**config.mk**
```make
export PLATFORM = sky130hd
export DESIGN_NAME = modbus_reply_receiver_checker_unit
export DESIGN_NICKNAME = d
export VERILOG_FILES = /design/src/design/mrrc_pkg.sv /design/src/design/modbus_reply_receiver_checker_unit.sv /design/src/design/mrrc_check.sv /design/src/design/mrrc_ctrl.sv /design/src/design/mrrc_out_queue.sv
export SDC_FILE = /design/constraint.sdc
export NUM_CORES = 1
export LEC_CHECK = 0
export ABC_CLOCK_PERIOD_IN_PS = 6770
export BUFFER_PORTS_ARGS = -buffer_cell sky130_fd_sc_hd__buf_2
export CORE_UTILIZATION = 31
export DETAILED_ROUTE_END_ITERATION = 8
export HOLD_SLACK_MARGIN = 0.06
export MAX_ROUTING_LAYER = met4
export PLACE_DENSITY_LB_ADDON = 0.15
export SETUP_SLACK_MARGIN = 0.1
export SLEW_MARGIN = 20
export SYNTH_ARGS = -nofsm -noshare
export SYNTH_HDL_FRONTEND = slang
export SYNTH_SLANG_ARGS = --single-unit
```
**constraint.sdc**
```tcl
create_clock -name aclk -period 6.77 [get_ports aclk]
set_input_delay 0.677 -clock aclk [delete_from_list [all_inputs] [get_ports aclk]]
set_output_delay 0.677 -clock aclk [all_outputs]
set_load 0.03 [all_outputs]
```
**src/design/mrrc_pkg.sv**
```systemverilog
// ----------------------------------------------------------------------------
// mrrc_pkg
// Shared types, codes and the crc-16/modbus byte update for the modbus rtu
// reply receiver and checker
// ----------------------------------------------------------------------------
`default_nettype none

package mrrc_pkg;

    // input item function codes
    localparam logic [1:0] FUNC_START = 2'd0;
    localparam logic [1:0] FUNC_BYTE  = 2'd1;
    localparam logic [1:0] FUNC_TICK  = 2'd2;
    localparam logic [1:0] FUNC_ABORT = 2'd3;

    // end status codes
    localparam logic [2:0] ST_OK        = 3'd0;
    localparam logic [2:0] ST_TIMEOUT   = 3'd1;
    localparam logic [2:0] ST_CRC       = 3'd2;
    localparam logic [2:0] ST_CODE      = 3'd3;
    localparam logic [2:0] ST_REGISTER  = 3'd4;
    localparam logic [2:0] ST_UNKNOWN   = 3'd5;

    // configuration register indexes
    localparam logic CFG_FIRST_BYTE_TIMEOUT = 1'b0;
    localparam logic CFG_REPLY_TIMEOUT      = 1'b1;

    localparam logic [7:0] FIRST_BYTE_TIMEOUT_RST = 8'd10;
    localparam logic [7:0] REPLY_TIMEOUT_RST      = 8'd100;

    // modbus function codes that get a full check
    localparam logic [7:0] MB_WRITE_MULTI = 8'h10;
    localparam logic [7:0] MB_READ_INPUT  = 8'h04;

    localparam logic [9:0] WRITE_MULTI_LEN = 10'd8;
    localparam logic [9:0] READ_OVERHEAD   = 10'd5;

    localparam logic [15:0] CRC_INIT = 16'hFFFF;
    localparam logic [15:0] CRC_POLY = 16'hA001;

    // result queue
    localparam int          OQ_DEPTH = 4;
    localparam int          OQ_AW    = $clog2(OQ_DEPTH);
    localparam int          OQ_CW    = $clog2(OQ_DEPTH + 1);
    localparam logic [OQ_CW-1:0] OQ_ROOM_FOR_TWO = OQ_CW'(OQ_DEPTH - 2);

    typedef struct packed {
        logic [1:0] func;
        logic [7:0] cmd_function_code;
        logic [7:0] cmd_addr_low;
        logic [7:0] cmd_quantity_low;
        logic [7:0] rx_byte;
    } in_t;

    typedef struct packed {
        logic       is_end;
        logic [7:0] reply_byte;
        logic [2:0] status;
        logic [9:0] reply_length;
    } out_t;

    // up to two results pushed per transaction
    typedef struct packed {
        logic first_vld;
        logic second_vld;
        out_t first;
        out_t second;
    } push_t;

    function automatic logic [15:0] crc_update(input logic [15:0] crc, input logic [7:0] b);
        logic [15:0] c;
        c = crc ^ {8'h00, b};
        for (int i = 0; i < 8; i++) begin
            if (c[0]) begin
                c = (c >> 1) ^ CRC_POLY;
            end else begin
                c = c >> 1;
            end
        end
        return c;
    endfunction

endpackage

`default_nettype wire

```
**src/design/modbus_reply_receiver_checker_unit.sv**
```systemverilog
// ----------------------------------------------------------------------------
// modbus_reply_receiver_checker_unit
// Modbus rtu master reply receiver: echoes reply bytes, keeps crc-16/modbus,
// checks the finished reply and reports timeouts
// ----------------------------------------------------------------------------
//
//  channel   direction  handshake          payload
//  s_        in         s_valid/s_ready    mrrc_pkg::in_t  (func, cmd fields, rx_byte)
//  m_        out        m_valid/m_ready    mrrc_pkg::out_t (is_end, byte, status, length)
//  cfg_      in         cfg_we             cfg_index, cfg_wdata (no read-back)
//
//  one transaction per cycle sustained while the queue has room; an accepted item is held in the
//  input register, then the crc byte update and checks run on it as it leaves that register
//  a completing byte pushes two results (echo, then end) into a 4-entry queue
//  the input stage advances while the queue holds at most two results
//  synchronous active-low reset; no clearing pass, timeouts return to 10 / 100
// ----------------------------------------------------------------------------
`default_nettype none

module modbus_reply_receiver_checker_unit (
    input  wire logic            aclk,
    input  wire logic            aresetn,
    // input transactions
    input  wire logic            s_valid,
    output logic                 s_ready,
    input  wire mrrc_pkg::in_t   s_data,
    // result transactions
    output logic                 m_valid,
    input  wire logic            m_ready,
    output mrrc_pkg::out_t       m_data,
    // configuration writes
    input  wire logic            cfg_we,
    input  wire logic            cfg_index,
    input  wire logic [7:0]      cfg_wdata
);
    import mrrc_pkg::*;

    // input register
    logic  in_vld_reg;
    in_t   in_data_reg;

    logic  room;
    logic  fire;
    push_t push;

    // the held item is processed once the queue can take both of its results
    assign fire    = in_vld_reg && room;
    // refill the input register in the same cycle it drains
    assign s_ready = !in_vld_reg || room;

    always_ff @(posedge aclk) begin
        if (!aresetn) begin
            in_vld_reg <= 1'b0;
        end else if (s_ready) begin
            in_vld_reg <= s_valid;
        end
    end

    // payload needs no reset
    always_ff @(posedge aclk) begin
        if (s_valid && s_ready) begin
            in_data_reg <= s_data;
        end
    end

    // transaction state, crc, capture and checks
    mrrc_ctrl u_ctrl (
        .aclk      (aclk),
        .aresetn   (aresetn),
        .cfg_we    (cfg_we),
        .cfg_index (cfg_index),
        .cfg_wdata (cfg_wdata),
        .fire      (fire),
        .item      (in_data_reg),
        .push      (push)
    );

    // result queue decouples the two sides
    mrrc_out_queue u_out_queue (
        .aclk    (aclk),
        .aresetn (aresetn),
        .push    (push),
        .room    (room),
        .m_valid (m_valid),
        .m_ready (m_ready),
        .m_data  (m_data)
    );

endmodule

`default_nettype wire

```
**src/design/mrrc_check.sv**
```systemverilog
// ----------------------------------------------------------------------------
// mrrc_check
// Reply check: crc residue, then function code, then register or byte count
// ----------------------------------------------------------------------------
`default_nettype none

module mrrc_check (
    input  wire logic [15:0]      crc,
    input  wire logic [7:0]       sent_code,
    input  wire logic [7:0]       sent_addr_low,
    input  wire logic [7:0]       sent_quantity_low,
    input  wire logic [3:0][7:0]  captured,
    output logic [2:0]            status
);
    import mrrc_pkg::*;

    always_comb begin
        if (crc != 16'h0000) begin
            status = ST_CRC;
        end else if (sent_code == MB_WRITE_MULTI) begin
            if (captured[0] != MB_WRITE_MULTI) begin
                status = ST_CODE;
            end else if (captured[2] != sent_addr_low || captured[3] != sent_quantity_low) begin
                status = ST_REGISTER;
            end else begin
                status = ST_OK;
            end
        end else if (sent_code == MB_READ_INPUT) begin
            if (captured[0] != MB_READ_INPUT) begin
                status = ST_CODE;
            end else if ({sent_quantity_low, 1'b0} != {1'b0, captured[1]}) begin
                status = ST_REGISTER;
            end else begin
                status = ST_OK;
            end
        end else begin
            status = ST_UNKNOWN;
        end
    end

endmodule

`default_nettype wire

```
**src/design/mrrc_ctrl.sv**
```systemverilog
// ----------------------------------------------------------------------------
// mrrc_ctrl
// Transaction state, crc, byte capture, timeouts and result generation
// ----------------------------------------------------------------------------
`default_nettype none

module mrrc_ctrl (
    input  wire logic           aclk,
    input  wire logic           aresetn,
    input  wire logic           cfg_we,
    input  wire logic           cfg_index,
    input  wire logic [7:0]     cfg_wdata,
    input  wire logic           fire,
    input  wire mrrc_pkg::in_t  item,
    output mrrc_pkg::push_t     push
);
    import mrrc_pkg::*;

    typedef enum logic [1:0] {
        PH_IDLE = 2'd0,
        PH_WAIT = 2'd1,
        PH_RECV = 2'd2
    } phase_t;

    phase_t          phase_reg, phase_next;
    logic [7:0]      tick_reg, tick_next;
    logic [9:0]      bcnt_reg, bcnt_next;
    logic [9:0]      exp_reg, exp_next;
    logic [15:0]     crc_reg, crc_next;
    logic [7:0]      code_reg, code_next;
    logic [7:0]      addr_reg, addr_next;
    logic [7:0]      qty_reg, qty_next;
    logic [3:0][7:0] cap_reg, cap_next;
    logic [7:0]      fbt_reg, rto_reg;

    logic [15:0]     crc_byte;
    logic [3:0][7:0] cap_byte;
    logic [9:0]      bcnt_inc;
    logic [7:0]      limit;
    logic [2:0]      chk_status;
    logic            busy;

    assign busy     = (phase_reg == PH_WAIT) || (phase_reg == PH_RECV);
    assign crc_byte = crc_update(crc_reg, item.rx_byte);
    assign bcnt_inc = bcnt_reg + 10'd1;
    assign limit    = (phase_reg == PH_WAIT) ? fbt_reg : rto_reg;

    always_comb begin
        cap_byte = cap_reg;
        case (bcnt_reg)
            10'd1:   cap_byte[0] = item.rx_byte;
            10'd2:   cap_byte[1] = item.rx_byte;
            10'd3:   cap_byte[2] = item.rx_byte;
            10'd5:   cap_byte[3] = item.rx_byte;
            default: cap_byte = cap_reg;
        endcase
    end

    mrrc_check u_check (
        .crc               (crc_byte),
        .sent_code         (code_reg),
        .sent_addr_low     (addr_reg),
        .sent_quantity_low (qty_reg),
        .captured          (cap_byte),
        .status            (chk_status)
    );

    always_comb begin
        phase_next = phase_reg;
        tick_next  = tick_reg;
        bcnt_next  = bcnt_reg;
        exp_next   = exp_reg;
        crc_next   = crc_reg;
        code_next  = code_reg;
        addr_next  = addr_reg;
        qty_next   = qty_reg;
        cap_next   = cap_reg;
        push       = '0;
        if (fire) begin
            unique case (item.func)
                FUNC_START: begin
                    code_next  = item.cmd_function_code;
                    addr_next  = item.cmd_addr_low;
                    qty_next   = item.cmd_quantity_low;
                    exp_next   = (item.cmd_function_code == MB_WRITE_MULTI) ? WRITE_MULTI_LEN :
                                 ({1'b0, item.cmd_quantity_low, 1'b0} + READ_OVERHEAD);
                    bcnt_next  = '0;
                    tick_next  = '0;
                    crc_next   = CRC_INIT;
                    phase_next = PH_WAIT;
                end
                FUNC_BYTE: begin
                    if (busy) begin
                        if (phase_reg == PH_WAIT) begin
                            tick_next  = '0;
                            phase_next = PH_RECV;
                        end
                        push.first_vld        = 1'b1;
                        push.first.reply_byte = item.rx_byte;
                        crc_next  = crc_byte;
                        cap_next  = cap_byte;
                        bcnt_next = bcnt_inc;
                        if (bcnt_inc == exp_reg) begin
                            push.second_vld          = 1'b1;
                            push.second.is_end       = 1'b1;
                            push.second.status       = chk_status;
                            push.second.reply_length = bcnt_inc;
                            phase_next = PH_IDLE;
                        end
                    end
                end
                FUNC_TICK: begin
                    if (busy) begin
                        if (tick_reg < limit) begin
                            tick_next = tick_reg + 8'd1;
                        end else begin
                            push.first_vld          = 1'b1;
                            push.first.is_end       = 1'b1;
                            push.first.status       = ST_TIMEOUT;
                            push.first.reply_length = bcnt_reg;
                            tick_next  = '0;
                            phase_next = PH_IDLE;
                        end
                    end
                end
                FUNC_ABORT: begin
                    phase_next = PH_IDLE;
                    tick_next  = '0;
                    bcnt_next  = '0;
                end
                default: begin
                    phase_next = phase_reg;
                end
            endcase
        end
    end

    always_ff @(posedge aclk) begin
        if (!aresetn) begin
            phase_reg <= PH_IDLE;
            tick_reg  <= '0;
            bcnt_reg  <= '0;
            exp_reg   <= '0;
            crc_reg   <= CRC_INIT;
            code_reg  <= '0;
            addr_reg  <= '0;
            qty_reg   <= '0;
            fbt_reg   <= FIRST_BYTE_TIMEOUT_RST;
            rto_reg   <= REPLY_TIMEOUT_RST;
        end else begin
            phase_reg <= phase_next;
            tick_reg  <= tick_next;
            bcnt_reg  <= bcnt_next;
            exp_reg   <= exp_next;
            crc_reg   <= crc_next;
            code_reg  <= code_next;
            addr_reg  <= addr_next;
            qty_reg   <= qty_next;
            if (cfg_we) begin
                if (cfg_index == CFG_FIRST_BYTE_TIMEOUT) begin
                    fbt_reg <= cfg_wdata;
                end else begin
                    rto_reg <= cfg_wdata;
                end
            end
        end
    end

    // captured reply bytes are written before any check reads them
    always_ff @(posedge aclk) begin
        cap_reg <= cap_next;
    end

endmodule

`default_nettype wire

```
**src/design/mrrc_out_queue.sv**
```systemverilog
// ----------------------------------------------------------------------------
// mrrc_out_queue
// Small result queue: up to two pushes and one pop per cycle
// ----------------------------------------------------------------------------
`default_nettype none

module mrrc_out_queue (
    input  wire logic             aclk,
    input  wire logic             aresetn,
    input  wire mrrc_pkg::push_t  push,
    output logic                  room,
    output logic                  m_valid,
    input  wire logic             m_ready,
    output mrrc_pkg::out_t        m_data
);
    import mrrc_pkg::*;

    out_t             entry_reg [OQ_DEPTH];
    logic [OQ_AW-1:0] wr_ptr_reg, rd_ptr_reg;
    logic [OQ_CW-1:0] cnt_reg;
    logic [OQ_AW-1:0] wr_second;
    logic             pop;

    assign m_valid   = (cnt_reg != '0);
    assign m_data    = entry_reg[rd_ptr_reg];
    assign pop       = m_valid && m_ready;
    assign room      = (cnt_reg <= OQ_ROOM_FOR_TWO);
    assign wr_second = wr_ptr_reg + OQ_AW'(push.first_vld);

    always_ff @(posedge aclk) begin
        if (!aresetn) begin
            wr_ptr_reg <= '0;
            rd_ptr_reg <= '0;
            cnt_reg    <= '0;
        end else begin
            wr_ptr_reg <= wr_ptr_reg + OQ_AW'(push.first_vld) + OQ_AW'(push.second_vld);
            rd_ptr_reg <= rd_ptr_reg + OQ_AW'(pop);
            cnt_reg    <= cnt_reg + OQ_CW'(push.first_vld) + OQ_CW'(push.second_vld)
                          - OQ_CW'(pop);
        end
    end

    always_ff @(posedge aclk) begin
        if (push.first_vld) begin
            entry_reg[wr_ptr_reg] <= push.first;
        end
        if (push.second_vld) begin
            entry_reg[wr_second] <= push.second;
        end
    end

endmodule

`default_nettype wire
```
==> results of run 1 <==
## layer usage
layer  up-vias  GRT usage (%)  part of all wire, %
met2       135           26.0                   46
met3        47           2.40                  3.0
met1      4224           22.3                   49
met4         0           3.90                  2.2
met5         -              -                    0
li1       4337              -                    -
## worst max-delay path by stage
stage / endpoint / depth (start not counted)
2_1_floorplan: u_out_queue.entry_reg[2][0] / 16
3_3_place_gp: u_out_queue.entry_reg[1][0] / 16
3_5_place_dp: u_out_queue.entry_reg[1][0] / 16
4_1_cts: u_out_queue.entry_reg[1][0] / 16
5_1_grt: u_out_queue.entry_reg[1][0] / 16
6_report: u_out_queue.entry_reg[1][0] / 16
## cell type report
type	count	area share, %
Clock inverter	11	0.578
Inverter	35	0.934
Sequential cell	248	44.0
Timing Repair Buffer	88	3.43
Clock buffer	43	6.04
Multi-Input combinational cell	819	40.4
Tap cell	518	4.61
## power by group
part           switching, mW  internal [mW]  leakage [nW]
registers             0.0595           1.63          2.18
clock network          0.608          0.901         0.462
logic                  0.283          0.194          2.46
## critical path, delay by kind of cell (launching register included)
family	cells	cell delay, ps
mux	1	280
compound gates	4	730
fa+ha+maj	3	1020
buf+inv	3	750
flops	1	310
xor+xnor	1	410
simple gates	4	950
## per-stage QoR
stage                     setup slack, ps  utilization [%]  total power [mW]
after floorplan                      2550                -              2.05
after global placement               2120             33.8              2.20
after detailed placement             1980             33.8              2.21
after CTS                            1940             36.2              3.74
after global routing                 1610             36.2              3.84
final                                2000             36.2              3.67
## cell usage in the layout (no fill, tap or decap), types with 33 or more instances in the layout
master    synthesis  final
mux2i_1          45     45
nor2_1           72     71
buf_2            10     71
dfxtp_1         126    126
nand4_1          33     33
o21ai_0          56     52
edfxtp_1        122    122
a21oi_1          44     43
inv_1            34     34
xnor2_1          36     36
a21boi_0         41     41
nand2_1         150    150
## kinds of logic after synthesis
| kind of cell | Yosys count | synth area share, % |
|---|---|---|
| flops | 248 | 50.6 |
| mux | 91 | 9.94 |
| xor+xnor | 68 | 4.87 |
| simple gates | 418 | 17.1 |
| compound gates | 217 | 11.5 |
| fa+ha+maj | 25 | 2.68 |
| buf+inv | 109 | 3.45 |
==> flow_summary.yaml, run 1 <==
floorplanning:
  dieArea_um2: 40300
  initial_core_util_pct: 31.5
  num_rows: 72
  die_x_um: 201
  io_pins: 72
  die_y_um: 201
  core-area_um2: 38800
min_path:
  hp-start: "s_data[21]"
  holdPathEnd: "in_data_reg[21]"
  whs_path_depth: 1
  hold_class: "primary input to flop"
critical_path:
  reg2reg_from: "u_ctrl.phase_reg[1]"
  timing.rr.end: "u_out_queue.entry_reg[1][0]"
  worstPathMaxFanout: 14
  cp-start-kind: "flop"
  cp_slowest_stage_delay_ps: 560
  critical_path.startpoint: "u_ctrl.phase_reg[1]"
  cp-end-kind: "flop"
  required_ps: 7020
  path_cells: "inv_1 -> ha_1 -> mux2i_1 -> ha_1 -> a21oi_1 -> o21ai_0 -> a211oi_1 -> buf_4 -> nor2_1 -> ha_1 -> xnor2_1 -> and2_1 -> nand4_1 -> buf_4 -> nand3_1 -> o21ai_0"
  worst-r2r-cell-count: 16
  r2r_setup_slack_ps: 2000
  critPathArrivalTime_ps: 5020
  slowest_stage: "nand4_1"
  cp_common_cell: "ha_1"
  critical_path_class: "flop to flop"
grt:
  grt_use_total_pct: 16.5
  grt_overflow: 0
  grt_max_degree: 90
  grt_antenna_before_repair: 0
  grt_pass1_vias: 8800
  grt_pass1_wl_um: 51100
routing:
  via_count: 8743
  drt_first_pass_iters: 4
  routed_wl_um: 31900
  drt_iter0_drc: 512
  wl_per_cell_um: 18.1
  via_per_inst: 4.96
  antenna_left: 0
  route.detailed.drc: 0
cts:
  post_cts_resized: 0
  numCtsBuffers: 29
  cts_setup_buffers: 0
  cts_root_buf: "clkbuf_16"
  path_clk_slew_ps: 60
  cts_hold_buf: 0
  cts_num_sinks: 248
  max-clock-path-buffers: 3
  h-tree-depth: 1
  clk_latency_ps: 560
  cts_tree: "done"
placed_design:
  place_hpwl_um: 22100
  dp.cells: 1708
  place_congestion: 0.795
  io_buffers: 71
  dpl_cell_area_um2: 13100
logic_synthesis:
  ys_seq_area_share_pct: 50.6
  synth_common_cells: "nand2_1 (150), dfxtp_1 (126), edfxtp_1 (122), nor2_1 (72), clkbuf_1 (58)"
  netlist_instances: 1176
  ys_seq_elements: 248
  ys_types: 67
  ys_async_sr_fraction_pct: 0
  synth_area_per_cell_um2: 10.4
  ys.flop_type: "dfxtp_1"
  synth.top_cell.area_share_pct: 29.9
  yosysMostFrequentCell: "nand2_1"
  synthesis.area_um2: 12200
  synth_area_leaders: "edfxtp_1 (30%), dfxtp_1 (21%), nand2_1 (4.6%), mux4_2 (4.0%), mux2i_1 (3.7%)"
  synth_top_area_cell: "edfxtp_1"
  synth_edf_count: 122
  synth_nets: 1249
  synth_warnings: 0
final_layout:
  regArea_um2: 6190
  insertedDiodeCount: 0
  fin_area_um2: 14100
  instances_no_fill: 1762
  syn_to_final_growth_pct: 15.0
  largest_register_ffs: 88
  drive_gt1_share_pct: 17.0
  nFillCells: 3875
  multi_input_area_um2: 5690
  nets: 1294
sta:
  hold_viol_final: 0
  setup-violations-final: 0
  grt_setup_unrepaired: "no"
  tightest_slew_ps: 931
  min_period_ps: 4770
  fin_tns_setup_ps: 0
  hold_slack_ps: 286
  fin_skew_ps: 23.0
  slew_viol_final: 0
  period_share_pct: 70.5
  fmax_ghz: 0.210
  relSlewSlack_pct: 37.9
power_and_ir_drop:
  power_density_nw_per_um2: 261
  max-vdd-ir-drop_mv: 0.197
  power_leakage_nw: 5.11
status:
  run_status: "finished, final reports clean"
run:
  cap_violations: 0
Power figures use the tool's default switching activity.
==> run 2, diff against run 1 <==
ABC_CLOCK_PERIOD_IN_PS = 4000   (was 6770)
clock period = 4 ns   (was 6.77 ns; I/O delays follow)
==> flow_summary.yaml, run 2 (same netlist as run 1, synthesis figures left out) <==
status:
  run_status: "finished, final reports clean"
routing:
  via_count: 9064
  drt_iter0_drc: 582
  route.detailed.drc: 0
  via_per_inst: 4.96
  drt_first_pass_iters: 5
  routed_wl_um: 33000
  antenna_left: 0
  wl_per_cell_um: 18.1
cts:
  cts_num_sinks: 248
  cts_root_buf: "clkbuf_16"
  path_clk_slew_ps: 60
  cts_tree: "done"
  max-clock-path-buffers: 3
  numCtsBuffers: 28
  clk_latency_ps: 550
  h-tree-depth: 1
grt:
  grt_overflow: 0
  grt_pass1_wl_um: 51800
  grt_pass1_vias: 8924
  grt_max_degree: 54
  grt_antenna_before_repair: 0
  grt_use_total_pct: 16.8
floorplanning:
  dieArea_um2: 40300
  die_y_um: 201
  io_pins: 72
  core-area_um2: 38800
  die_x_um: 201
  num_rows: 72
  initial_core_util_pct: 31.5
critical_path:
  cp-end-kind: "flop"
  path_cells: "xnor2_2 -> xor2_1 -> xnor2_1 -> xnor2_1 -> ha_1 -> xnor2_1 -> nand4b_1 -> nor4_1 -> nand3_1 -> a31oi_2 -> nand2_1 -> nor3_1"
  cp_common_cell: "xnor2_1"
  critPathArrivalTime_ps: 3940
  cp-start-kind: "flop"
  critPathTopFamily: "XOR/XNOR gates"
  critical_path_class: "flop to flop"
  slowest_stage: "edfxtp_1"
  cp_slowest_stage_delay_ps: 600
  crit_buf_inv: 0
  worstPathMaxFanout: 7
  required_ps: 4390
sta:
  period_share_pct: 89.0
  relSlewSlack_pct: 38.0
  slew_viol_final: 0
  setup-violations-final: 0
  fmax_ghz: 0.281
  min_period_ps: 3560
  tightest_slew_ps: 929
  fin_skew_ps: 12.2
  hold_viol_final: 0
  fin_tns_setup_ps: 0
  grt_setup_unrepaired: "no"
final_layout:
  largest_register_ffs: 88
  fin_area_um2: 14600
  layout_common_cells: "nand2_1 (150), dfxtp_1 (126), edfxtp_1 (122)"
  layout_commonest_cell: "nand2_1"
  drive_gt1_share_pct: 18.7
  nFillCells: 3830
  nets: 1360
  syn_to_final_growth_pct: 19.5
power_and_ir_drop:
  max-vdd-ir-drop_mv: 0.327
  internal_power_mw: 4.52
  power_frac_clock_pct: 40.0
  swShare_pct: 26.3
  power_leakage_nw: 5.37
  p_sw_mw: 1.61
  power_density_nw_per_um2: 419
  seq_power_share_pct: 46.2
  pwr-share-comb_pct: 13.8
min_path:
  hold_class: "primary input to flop"
placed_design:
  io_buffers: 71
  place_congestion: 0.862
  place_hpwl_um: 23100
  dpl_cell_area_um2: 13400
run:
  cap_violations: 0
## run 2: power groups by stage
stage	clock [mW]	sequential [mW]	combinational, mW
floorplan	0	2.86	0.588
global placement	0	2.89	0.828
detailed placement	0	2.88	0.834
CTS	2.53	2.83	0.865
finish	2.45	2.83	0.849
global route	2.64	2.84	0.943
## run 2: area by class of cell
cell class | instances | area (um^2) | share of cell area (%)
repair buffers | 155 | 1070 | 7.34
diodes | 1 | 2.50 | 0.0171
well taps | 518 | 648 | 4.43
clock buffers | 44 | 832 | 5.69
inverters | 35 | 131 | 0.898
flip-flops and latches | 248 | 6190 | 42.3
clock inverters | 8 | 37.5 | 0.257
multi-input cells | 819 | 5710 | 39.1
## run 2: repair_timing
action / CTS / global route
pin swaps: 0 / 2
setup endpoints to repair: 50 / 110
hold buffers: 35 / 0
resized for setup: 1 / 5
hold endpoints to repair: 35 / 0
buffers inserted: 0 / 1
## run 2: final timing paths
| path | from | to | slack (ps) | cells after the start |
|---|---|---|---|---|
| worst max-delay path | in_data_reg[0] | u_out_queue.entry_reg[2][12] | 440 | 12 |
| worst min-delay path | cfg_wdata[1] | u_ctrl.fbt_reg[1] | 80 | 3 |
| worst max register to register | in_data_reg[0] | u_out_queue.entry_reg[2][12] | 440 | 12 |
| worst min register to register | u_ctrl.code_reg[0] | u_ctrl.code_reg[0] | 460 | 2 |
## run 2: metal layers
| layer | vias up | track usage [%] | routed length (um) |
|---|---|---|---|
| met5 | - | - | 0 |
| met1 | 4364 | 22.4 | 16000 |
| met2 | 182 | 26.8 | 15300 |
| met4 | 0 | 4.47 | 633 |
| li1 | 4478 | - | - |
| met3 | 40 | 2.19 | 1180 |
## run 2: stage by stage
step	power, mW	utilization, %	hold slack (ps)	cells	setup slack [ps]
after floorplan	3.45	-	440	1176	118
after detailed placement	3.72	34.4	458	1739	21.8
final	6.13	37.7	84.3	1828	442
after global placement	3.71	34.4	455	1739	122
after global routing	6.42	37.7	77.7	1827	152
after CTS	6.23	37.5	62.6	1826	140
## run 2: worst register-to-register path: cells and delay by family (launching register included)
kind                     cells  cell delay, ps
AND/OR/NAND/NOR              5             930
AO/OA/AOI/OAI                1             300
flip-flops                   1             600
adder cells (fa/ha/maj)      1             310
XOR/XNOR                     5            1270
